[src/brp_pkg.sv]
// Shared types, codes and Thumb-2 immediate helpers for the relocation patcher.
package brp_pkg;

    localparam int unsigned AddrWidth   = 3;
    localparam int unsigned InDataWidth  = 144;
    localparam int unsigned OutDataWidth = 136;

    localparam logic [31:0] HdrBytes = 32'd8;
    localparam logic [31:0] SatMax   = 32'hFFFF_FFFF;

    // MOVW/MOVT immediate bit positions in the first and second halfword
    localparam logic [15:0] ImmMaskA = 16'h040F;
    localparam logic [15:0] ImmMaskB = 16'h70FF;

    // register index taken from paddr[AddrWidth-1]
    localparam logic REG_LOAD_DELTA = 1'b0;
    localparam logic REG_DIR_BYTES  = 1'b1;

    localparam logic OP_HEADER = 1'b0;
    localparam logic OP_ENTRY  = 1'b1;

    localparam logic [3:0] REL_HIGHLOW = 4'd3;
    localparam logic [3:0] REL_MOV32T  = 4'd5;

    typedef enum logic [1:0] {
        STATUS_OK      = 2'd0,
        STATUS_IGNORED = 2'd1,
        STATUS_STOPPED = 2'd2
    } status_t;

    typedef struct packed {
        logic [31:0] load_delta;
        logic [31:0] directory_bytes;
    } cfg_t;

    // first listed field lands in the high bits, so page_rva is at bit 0
    typedef struct packed {
        logic [31:0] second_word;
        logic [31:0] first_word;
        logic [15:0] entry_word;
        logic [31:0] block_size;
        logic [31:0] page_rva;
    } req_t;

    typedef struct packed {
        status_t     status;
        logic [31:0] applied_total;
        logic [1:0]  words_written;
        logic [31:0] new_second_word;
        logic [31:0] new_first_word;
        logic [31:0] target_rva;
    } rsp_t;

    localparam int unsigned RspWidth = $bits(rsp_t);

    // gather imm16 from a MOVW/MOVT word (low halfword first)
    function automatic logic [15:0] imm16_get(input logic [31:0] word);
        logic [15:0] a;
        logic [15:0] b;
        a = word[15:0];
        b = word[31:16];
        return {a[3:0], a[10], b[14:12], b[7:0]};
    endfunction

    function automatic logic [31:0] imm16_put(input logic [31:0] word,
                                              input logic [15:0] imm);
        logic [15:0] a;
        logic [15:0] b;
        a = word[15:0] & ~ImmMaskA;
        b = word[31:16] & ~ImmMaskB;
        a[3:0]   = imm[15:12];
        a[10]    = imm[11];
        b[7:0]   = imm[7:0];
        b[14:12] = imm[10:8];
        return {b, a};
    endfunction

endpackage

[src/brp_cfg_regs.sv]
// APB register file holding the load delta and the directory size.
module brp_cfg_regs (
    input  logic                              clk,
    input  logic                              rst_n,
    input  logic                              psel,
    input  logic                              penable,
    input  logic                              pwrite,
    input  logic [brp_pkg::AddrWidth-1:0]     paddr,
    input  logic [31:0]                       pwdata,
    output logic [31:0]                       prdata,
    output logic                              pready,
    output brp_pkg::cfg_t                     cfg
);

    brp_pkg::cfg_t cfg_reg;
    logic          reg_sel;
    logic          wr_en;

    assign pready  = 1'b1;
    assign reg_sel = paddr[brp_pkg::AddrWidth-1];
    assign wr_en   = psel & penable & pwrite & pready;
    assign cfg     = cfg_reg;

    always_ff @(posedge clk or negedge rst_n)
    begin
        if (!rst_n)
        begin
            cfg_reg <= '0;
        end
        else if (wr_en)
        begin
            unique case (reg_sel)
                brp_pkg::REG_LOAD_DELTA: cfg_reg.load_delta      <= pwdata;
                brp_pkg::REG_DIR_BYTES:  cfg_reg.directory_bytes <= pwdata;
                default:                 cfg_reg                 <= cfg_reg;
            endcase
        end
    end

    always_comb
    begin
        unique case (reg_sel)
            brp_pkg::REG_LOAD_DELTA: prdata = cfg_reg.load_delta;
            brp_pkg::REG_DIR_BYTES:  prdata = cfg_reg.directory_bytes;
            default:                 prdata = '0;
        endcase
    end

endmodule

[src/brp_in_stage.sv]
// Input register: one slave-stream request per cycle unless core stalls.
module brp_in_stage (
    input  logic          clk,
    input  logic          rst_n,
    input  logic          in_valid,
    output logic          in_ready,
    input  logic          in_op,
    input  brp_pkg::req_t in_req,
    output logic          req_valid,
    output logic          req_op,
    output brp_pkg::req_t req,
    input  logic          req_take
);

    logic          valid_reg;
    logic          valid_next;
    logic          op_reg;
    brp_pkg::req_t req_reg;
    logic          load;

    assign in_ready   = !valid_reg || req_take;
    assign load       = in_valid && in_ready;
    assign valid_next = load || (valid_reg && !req_take);

    assign req_valid = valid_reg;
    assign req_op    = op_reg;
    assign req       = req_reg;

    always_ff @(posedge clk or negedge rst_n)
    begin
        if (!rst_n)
        begin
            valid_reg <= 1'b0;
        end
        else
        begin
            valid_reg <= valid_next;
        end
    end

    always_ff @(posedge clk)
    begin
        if (load)
        begin
            op_reg  <= in_op;
            req_reg <= in_req;
        end
    end

endmodule

[src/brp_core.sv]
// Walk state, patch logic and result register.
module brp_core (
    input  logic          clk,
    input  logic          rst_n,
    input  brp_pkg::cfg_t cfg,
    input  logic          req_valid,
    input  logic          req_op,
    input  brp_pkg::req_t req,
    output logic          req_take,
    output logic          rsp_valid,
    input  logic          rsp_ready,
    output brp_pkg::rsp_t rsp
);

    logic [31:0]   page_base_reg,      page_base_next;
    logic [30:0]   entries_left_reg,   entries_left_next;
    logic [31:0]   bytes_consumed_reg, bytes_consumed_next;
    logic          walk_stopped_reg,   walk_stopped_next;
    logic [31:0]   applied_count_reg,  applied_count_next;
    logic          rsp_valid_reg,      rsp_valid_next;
    brp_pkg::rsp_t rsp_reg,            rsp_next;

    logic [3:0]  rel_type;
    logic [31:0] entry_target;
    logic [32:0] consumed_sum;
    logic [31:0] body_bytes;
    logic        hdr_ok;
    logic        delta_nz;
    logic        is_mov32t;
    logic [31:0] addend;
    logic [31:0] patched;

    assign req_take  = req_valid && (!rsp_valid_reg || rsp_ready);
    assign rsp_valid = rsp_valid_reg;
    assign rsp       = rsp_reg;

    assign rel_type     = req.entry_word[15:12];
    assign entry_target = page_base_reg + {20'd0, req.entry_word[11:0]};
    assign consumed_sum = {1'b0, bytes_consumed_reg} + {1'b0, req.block_size};
    assign body_bytes   = req.block_size - brp_pkg::HdrBytes;
    assign hdr_ok       = (bytes_consumed_reg < cfg.directory_bytes)
                          && (req.block_size > brp_pkg::HdrBytes);
    assign delta_nz     = cfg.load_delta != '0;
    assign is_mov32t    = rel_type == brp_pkg::REL_MOV32T;

    // one adder serves both HIGHLOW and MOV32T
    assign addend  = is_mov32t ? {brp_pkg::imm16_get(req.second_word),
                                  brp_pkg::imm16_get(req.first_word)}
                               : req.first_word;
    assign patched = addend + cfg.load_delta;

    always_comb
    begin
        page_base_next      = page_base_reg;
        entries_left_next   = entries_left_reg;
        bytes_consumed_next = bytes_consumed_reg;
        walk_stopped_next   = walk_stopped_reg;
        applied_count_next  = applied_count_reg;

        rsp_next.target_rva      = req.page_rva;
        rsp_next.new_first_word  = req.first_word;
        rsp_next.new_second_word = req.second_word;
        rsp_next.words_written   = 2'd0;
        rsp_next.status          = brp_pkg::STATUS_IGNORED;

        if (walk_stopped_reg)
        begin
            rsp_next.status = brp_pkg::STATUS_STOPPED;
            if (req_op == brp_pkg::OP_ENTRY)
            begin
                rsp_next.target_rva = entry_target;
            end
        end
        else if (req_op == brp_pkg::OP_HEADER)
        begin
            if (hdr_ok)
            begin
                page_base_next      = req.page_rva;
                entries_left_next   = body_bytes[31:1];
                bytes_consumed_next = consumed_sum[32] ? brp_pkg::SatMax
                                                       : consumed_sum[31:0];
                rsp_next.status     = brp_pkg::STATUS_OK;
            end
            else
            begin
                walk_stopped_next = 1'b1;
                entries_left_next = '0;
                rsp_next.status   = brp_pkg::STATUS_STOPPED;
            end
        end
        else
        begin
            rsp_next.target_rva = entry_target;
            if (entries_left_reg != '0)
            begin
                entries_left_next = entries_left_reg - 31'd1;
                if (delta_nz && rel_type == brp_pkg::REL_HIGHLOW)
                begin
                    rsp_next.new_first_word = patched;
                    rsp_next.words_written  = 2'd1;
                    rsp_next.status         = brp_pkg::STATUS_OK;
                    applied_count_next      = applied_count_reg + 32'd1;
                end
                else if (delta_nz && is_mov32t)
                begin
                    rsp_next.new_first_word  = brp_pkg::imm16_put(req.first_word,
                                                                  patched[15:0]);
                    rsp_next.new_second_word = brp_pkg::imm16_put(req.second_word,
                                                                  patched[31:16]);
                    rsp_next.words_written   = 2'd2;
                    rsp_next.status          = brp_pkg::STATUS_OK;
                    applied_count_next       = applied_count_reg + 32'd1;
                end
            end
        end

        rsp_next.applied_total = applied_count_next;
    end

    assign rsp_valid_next = req_take || (rsp_valid_reg && !rsp_ready);

    always_ff @(posedge clk or negedge rst_n)
    begin
        if (!rst_n)
        begin
            page_base_reg      <= '0;
            entries_left_reg   <= '0;
            bytes_consumed_reg <= '0;
            walk_stopped_reg   <= 1'b0;
            applied_count_reg  <= '0;
            rsp_valid_reg      <= 1'b0;
        end
        else
        begin
            rsp_valid_reg <= rsp_valid_next;
            if (req_take)
            begin
                page_base_reg      <= page_base_next;
                entries_left_reg   <= entries_left_next;
                bytes_consumed_reg <= bytes_consumed_next;
                walk_stopped_reg   <= walk_stopped_next;
                applied_count_reg  <= applied_count_next;
            end
        end
    end

    always_ff @(posedge clk)
    begin
        if (req_take)
        begin
            rsp_reg <= rsp_next;
        end
    end

endmodule

[src/base_relocation_patcher_unit.sv]
// Top level of the PE base-relocation patcher (HIGHLOW and ARM MOV32T).
//
// Requests enter on the s_axis group: tuser is the operation (0 block
// header, 1 relocation entry) and tdata carries the header fields and the
// entry with the one or two target words. One response per request leaves
// on the m_axis group with the target RVA, the patched words, the count of
// words to write back, the running applied count and a status code.
// load_delta and directory_bytes sit on the APB port at 0x0 and 0x4; write
// them only while no request is in flight.
// A request is held in the input register, then passes through the patch
// logic into the response register. Throughput is one request per cycle
// while the response register is empty or m_axis_tready is high; a single
// 32-bit delta adder sits between the two registers. Reset clears the
// walk state, the applied count and the valid bits of both registers.
// When m_axis_tready is low the response register holds; the input register
// still takes one request if it is empty, then s_axis_tready drops, so at
// most two requests wait.
module base_relocation_patcher_unit (
    input  logic                                clk,
    input  logic                                rst_n,
    input  logic                                psel,
    input  logic                                penable,
    input  logic                                pwrite,
    input  logic [brp_pkg::AddrWidth-1:0]       paddr,
    input  logic [31:0]                         pwdata,
    output logic [31:0]                         prdata,
    output logic                                pready,
    input  logic                                s_axis_tvalid,
    output logic                                s_axis_tready,
    // [31:0] page_rva, [63:32] block_size, [79:64] entry_word,
    // [111:80] first_word, [143:112] second_word
    input  logic [brp_pkg::InDataWidth-1:0]     s_axis_tdata,
    // [0] operation
    input  logic                                s_axis_tuser,
    output logic                                m_axis_tvalid,
    input  logic                                m_axis_tready,
    // [31:0] target_rva, [63:32] new_first_word, [95:64] new_second_word,
    // [97:96] words_written, [129:98] applied_total, [131:130] status
    output logic [brp_pkg::OutDataWidth-1:0]    m_axis_tdata
);

    brp_pkg::cfg_t cfg;
    brp_pkg::req_t req;
    brp_pkg::rsp_t rsp;
    logic          req_valid;
    logic          req_op;
    logic          req_take;

    brp_cfg_regs u_cfg (
        .clk     (clk),
        .rst_n   (rst_n),
        .psel    (psel),
        .penable (penable),
        .pwrite  (pwrite),
        .paddr   (paddr),
        .pwdata  (pwdata),
        .prdata  (prdata),
        .pready  (pready),
        .cfg     (cfg)
    );

    brp_in_stage u_in (
        .clk       (clk),
        .rst_n     (rst_n),
        .in_valid  (s_axis_tvalid),
        .in_ready  (s_axis_tready),
        .in_op     (s_axis_tuser),
        .in_req    (brp_pkg::req_t'(s_axis_tdata)),
        .req_valid (req_valid),
        .req_op    (req_op),
        .req       (req),
        .req_take  (req_take)
    );

    brp_core u_core (
        .clk       (clk),
        .rst_n     (rst_n),
        .cfg       (cfg),
        .req_valid (req_valid),
        .req_op    (req_op),
        .req       (req),
        .req_take  (req_take),
        .rsp_valid (m_axis_tvalid),
        .rsp_ready (m_axis_tready),
        .rsp       (rsp)
    );

    assign m_axis_tdata = {{(brp_pkg::OutDataWidth - brp_pkg::RspWidth){1'b0}}, rsp};

endmodule

[config.mk]
export PLATFORM = sky130hd
export DESIGN_NAME = base_relocation_patcher_unit
export DESIGN_NICKNAME = d
export VERILOG_FILES = /design/src/brp_pkg.sv /design/src/brp_cfg_regs.sv /design/src/brp_in_stage.sv /design/src/brp_core.sv /design/src/base_relocation_patcher_unit.sv
export SDC_FILE = /design/constraint.sdc
export NUM_CORES = 1
export LEC_CHECK = 0
export BUFFER_PORTS_ARGS = -buffer_cell sky130_fd_sc_hd__buf_2
export CORE_MARGIN = 4
export CORE_UTILIZATION = 55
export CTS_BUF_LIST = sky130_fd_sc_hd__clkbuf_16
export CTS_CLUSTER_SIZE = 10
export DETAILED_ROUTE_END_ITERATION = 10
export GPL_TIMING_DRIVEN = 0
export PLACE_DENSITY = 0.81
export SLEW_MARGIN = 40
export SYNTH_ARGS = -nofsm -noshare
export SYNTH_HDL_FRONTEND = slang
export SYNTH_SLANG_ARGS = --single-unit
[constraint.sdc]
create_clock -name clk -period 10.7 [get_ports clk]
set_input_delay 0.535 -clock clk [delete_from_list [all_inputs] [get_ports clk]]
set_output_delay 0.535 -clock clk [all_outputs]
set_load 0.02 [all_outputs]
==> metrics.md <==
| Metric | Value |
|---|---|
| Status | `finished, final reports clean` |
| Gates resized, CTS repair | `0` |
| Period utilization | `51.6%` |
| Crit path DAT | `between 5 and 6 ns` |
| Post-synthesis register bit count | `around 470` |
| Remaining DRCs | `0` |
| Global-route wire length before repair | `slightly above 100 mm` |
| Vias in the first global route | `18234` |
| Setup WS pre-CTS | `approximately 5.2 ns` |
| Final setup TNS | `0 ns` |
| Placed Cells incl. Taps | `2996` |
| Ys async rst share | `approximately two fifths` |
| Worst Setup End Kind | `flop` |
| EDFF count, synth | `between 200 and 300` |
| Wirelength per Cell | `roughly 22 um` |
| Layout cells sized above 1 | `26.7%` |
| Setup ws final | `5.18 ns` |
| Synth Warn # | `0` |
| CTS Buffer Depth | `3` |
| Leakage | `~12 nW` |
| Critical path class | `flop to flop` |
| Syn_area_per_cell | `11.8 um2` |
| Synth area leader | `edfxtp_1` |
| Slew @ Worst Pin | `0.767 ns` |
| Post-Syn Instances | `a little over 2000` |
| GRT Util Overall | `between 20% and 30%` |
| Non-filler cells, final | `between 3000 and 4000` |
| Height of the die | `218 um` |
| # rows | `between 70 and 80` |
| Antenna violations before repair | `11` |
| Routed WL | `roughly 67 mm` |
| Number of DRC markers in iteration 0 | `1670` |
| CTS tree | `built` |
| # setup viols final | `0` |
| Vias per cell | `5.86` |
| DRT antenna net count | `0` |
| Die ar. | `around 47000 um2` |
| Synth top cells by count | `edfxtp_1 (277), dfrtp_1 (194), mux2_2 (180), nand2_1 (149), nor2_1 (146)` |
| Root Driver | `clkbuf_16` |
| Final-report max-slew violation count | `0` |
| Hold Fails Final Rpt | `0` |
| Seq/Total Area, Yosys | `between 50% and 60%` |
| IO Pins | `approximately 360` |
| Port buffer count | `about 350` |
| Fillers | `3245` |
| Fin Clk Skew | `0.0240 ns` |
| Worst-path clk slew | `~0.060 ns` |
| CP max FO | `10` |
| Num CTS Buffers | `54` |
| Min cycle time layout | `5.52 ns` |
| Cell with the most instances after synthesis | `edfxtp_1` |
| Synth area leaders | `edfxtp_1 (34%), dfrtp_1 (20%), mux2_2 (8.4%)` |
| Pwr/cell area | `215 nW/um2` |
| Worst Hold Class | `primary input to flop` |
| Grt ovf | `0` |
| Post-synth top area share | `around a third` |
| Clk sink count | `471` |
| Die W | `about 220 um` |
| Maxcap violations | `0` |
| H-tree depth | `2` |
| Max_slew headroom | `roughly half` |
| Startpoint types | `flop` |
| DR vias | `18204` |
| Largest net degree at the start of global routing | `74` |
| Starting density of the core | `about 56%` |
| DRT Pass-1 Iters | `6` |
| Area Overhead vs Synth | `18.0%` |
| CP required | `11.02 ns` |
| RSZ-0062 raised after global routing | `false` |
| VDD IR-drop max | `roughly 190 uV` |
| Area of the core | `between 40000 and 50000 um2` |
| Mapped Area | `24200 um2` |
| Top_reg_cell synth | `edfxtp_1` |
| Achievable Freq | `between 150 and 200 MHz` |
| Worst-Skew Late Latency | `approximately 0.61 ns` |
| RePlAce Congestion | `roughly 0.95` |
| Max reg flops | `around 140` |
| Yosys cell types | `86` |
| Detailed placement HPWL | `around 50 mm` |
| Nets | `~2800` |
[final timing paths]
kind / slack, ns / from / end / depth (start not counted)
worst max-delay path: 5.18 / u_in.req[79] / u_core.rsp[61] / 14
worst min-delay path: 0.1 / s_axis_tdata[95] / u_in.req[95] / 1
worst max register to register: 5.18 / u_in.req[79] / u_core.rsp[61] / 14
worst min register to register: 0.42 / u_in.req[138] / u_core.rsp[90] / 0
max in group asynchronous: 9.49 / rst_n / u_core.applied_count_reg[16] / 3
min in group asynchronous: 0.45 / rst_n / u_core.page_base_reg[7] / 2
[area by class of cell]
type	instances	area, um2	area share (%)
inverters	71	272	0.950
clock buffers	54	1350	4.73
well taps	585	732	2.56
multi-input cells	1436	10400	36.4
repair buffers	358	1960	6.88
plain buffers	76	393	1.38
flip-flops and latches	471	13200	46.1
diodes	12	30.0	0.105
clock inverters	45	241	0.845
[per-stage QoR]
step | hold slack (ns) | power, W | utilization, % | area (um2)
2_1_floorplan | 0.239 | 0.00387 | - | 24200
3_3_place_gp | 0.401 | 0.00439 | 61.7 | 26700
3_5_place_dp | 0.405 | 0.00447 | 62.2 | 26900
4_1_cts | 0.0697 | 0.00615 | 66.0 | 28500
5_1_grt | 0.0742 | 0.00651 | 66.0 | 28600
6_report | 0.0998 | 0.00615 | 66.0 | 28600
[per-layer routing]
metal  up-vias  track usage, %  share of wire [%]
met2       729            45.7                 48
met4         2            11.8                4.5
met1      8879            36.4                 41
li1       8429               -                  -
met3       165            4.72                6.9
met5         -               0              0.019
[worst max-delay path: stages (launching register included)]
cell	delay [ns]
edfxtp_1	0.36
nand2b_1	0.25
nor2_1	0.37
clkbuf_1	0.58
mux2_2	0.44
ha_1	0.35
o211ai_1	0.11
o21ai_0	0.47
o2111ai_1	0.22
o21ai_0	0.54
a31oi_1	0.35
o21bai_1	0.36
a221oi_1	0.15
xnor2_1	0.47
o221ai_1	0.21
[timing repair]
item / 4_1_cts / 5_1_grt
hold buffers: 1 / 0
endpoints found under the setup margin: 0 / 0
hold endpoints to repair: 50 / 0
buffers inserted: 0 / 0
[cell families (layout without fill, tap and decap cells)]
family | Yosys count | after routing | synth area share (%)
XOR/XNOR | 173 | 173 | 6.26
buffers and inverters | 147 | 604 | 2.72
adder cells (fa/ha/maj) | 118 | 118 | 6.19
AO/OA/AOI/OAI | 407 | 407 | 10.6
other | 2 | 17 | 0.0310
flip-flops | 471 | 471 | 54.4
AND/OR/NAND/NOR | 551 | 551 | 11.3
multiplexers | 182 | 182 | 8.45
[where the power goes]
group          switching [W]  total (W)  internal, W
Combinational        0.00116    0.00199     0.000833
Sequential          0.000258    0.00249      0.00224
Clock               0.000731    0.00167     0.000935
Total                0.00215    0.00615      0.00400
[layout by cell type (no fill, tap or decap), types with 9 or more instances in the layout]
cell,count
nor3_1,29
buf_2,365
nor2b_1,13
diode_2,12
xor2_1,76
inv_1,104
edfxtp_1,277
a221o_1,14
nand2b_1,17
and2_1,11
a21oi_1,116
or3_1,12
nand3_1,49
o21ai_0,111
buf_4,9
xnor2_1,97
clkbuf_1,41
a31oi_1,33
clkbuf_16,54
nor2_1,146
a22oi_1,13
nor4_1,20
dfrtp_1,194
and3_1,26
a21o_1,32
mux2_2,180
nand4_1,27
ha_1,115
nand2_1,149
Note: power is estimated with default switching activity, not from simulation.
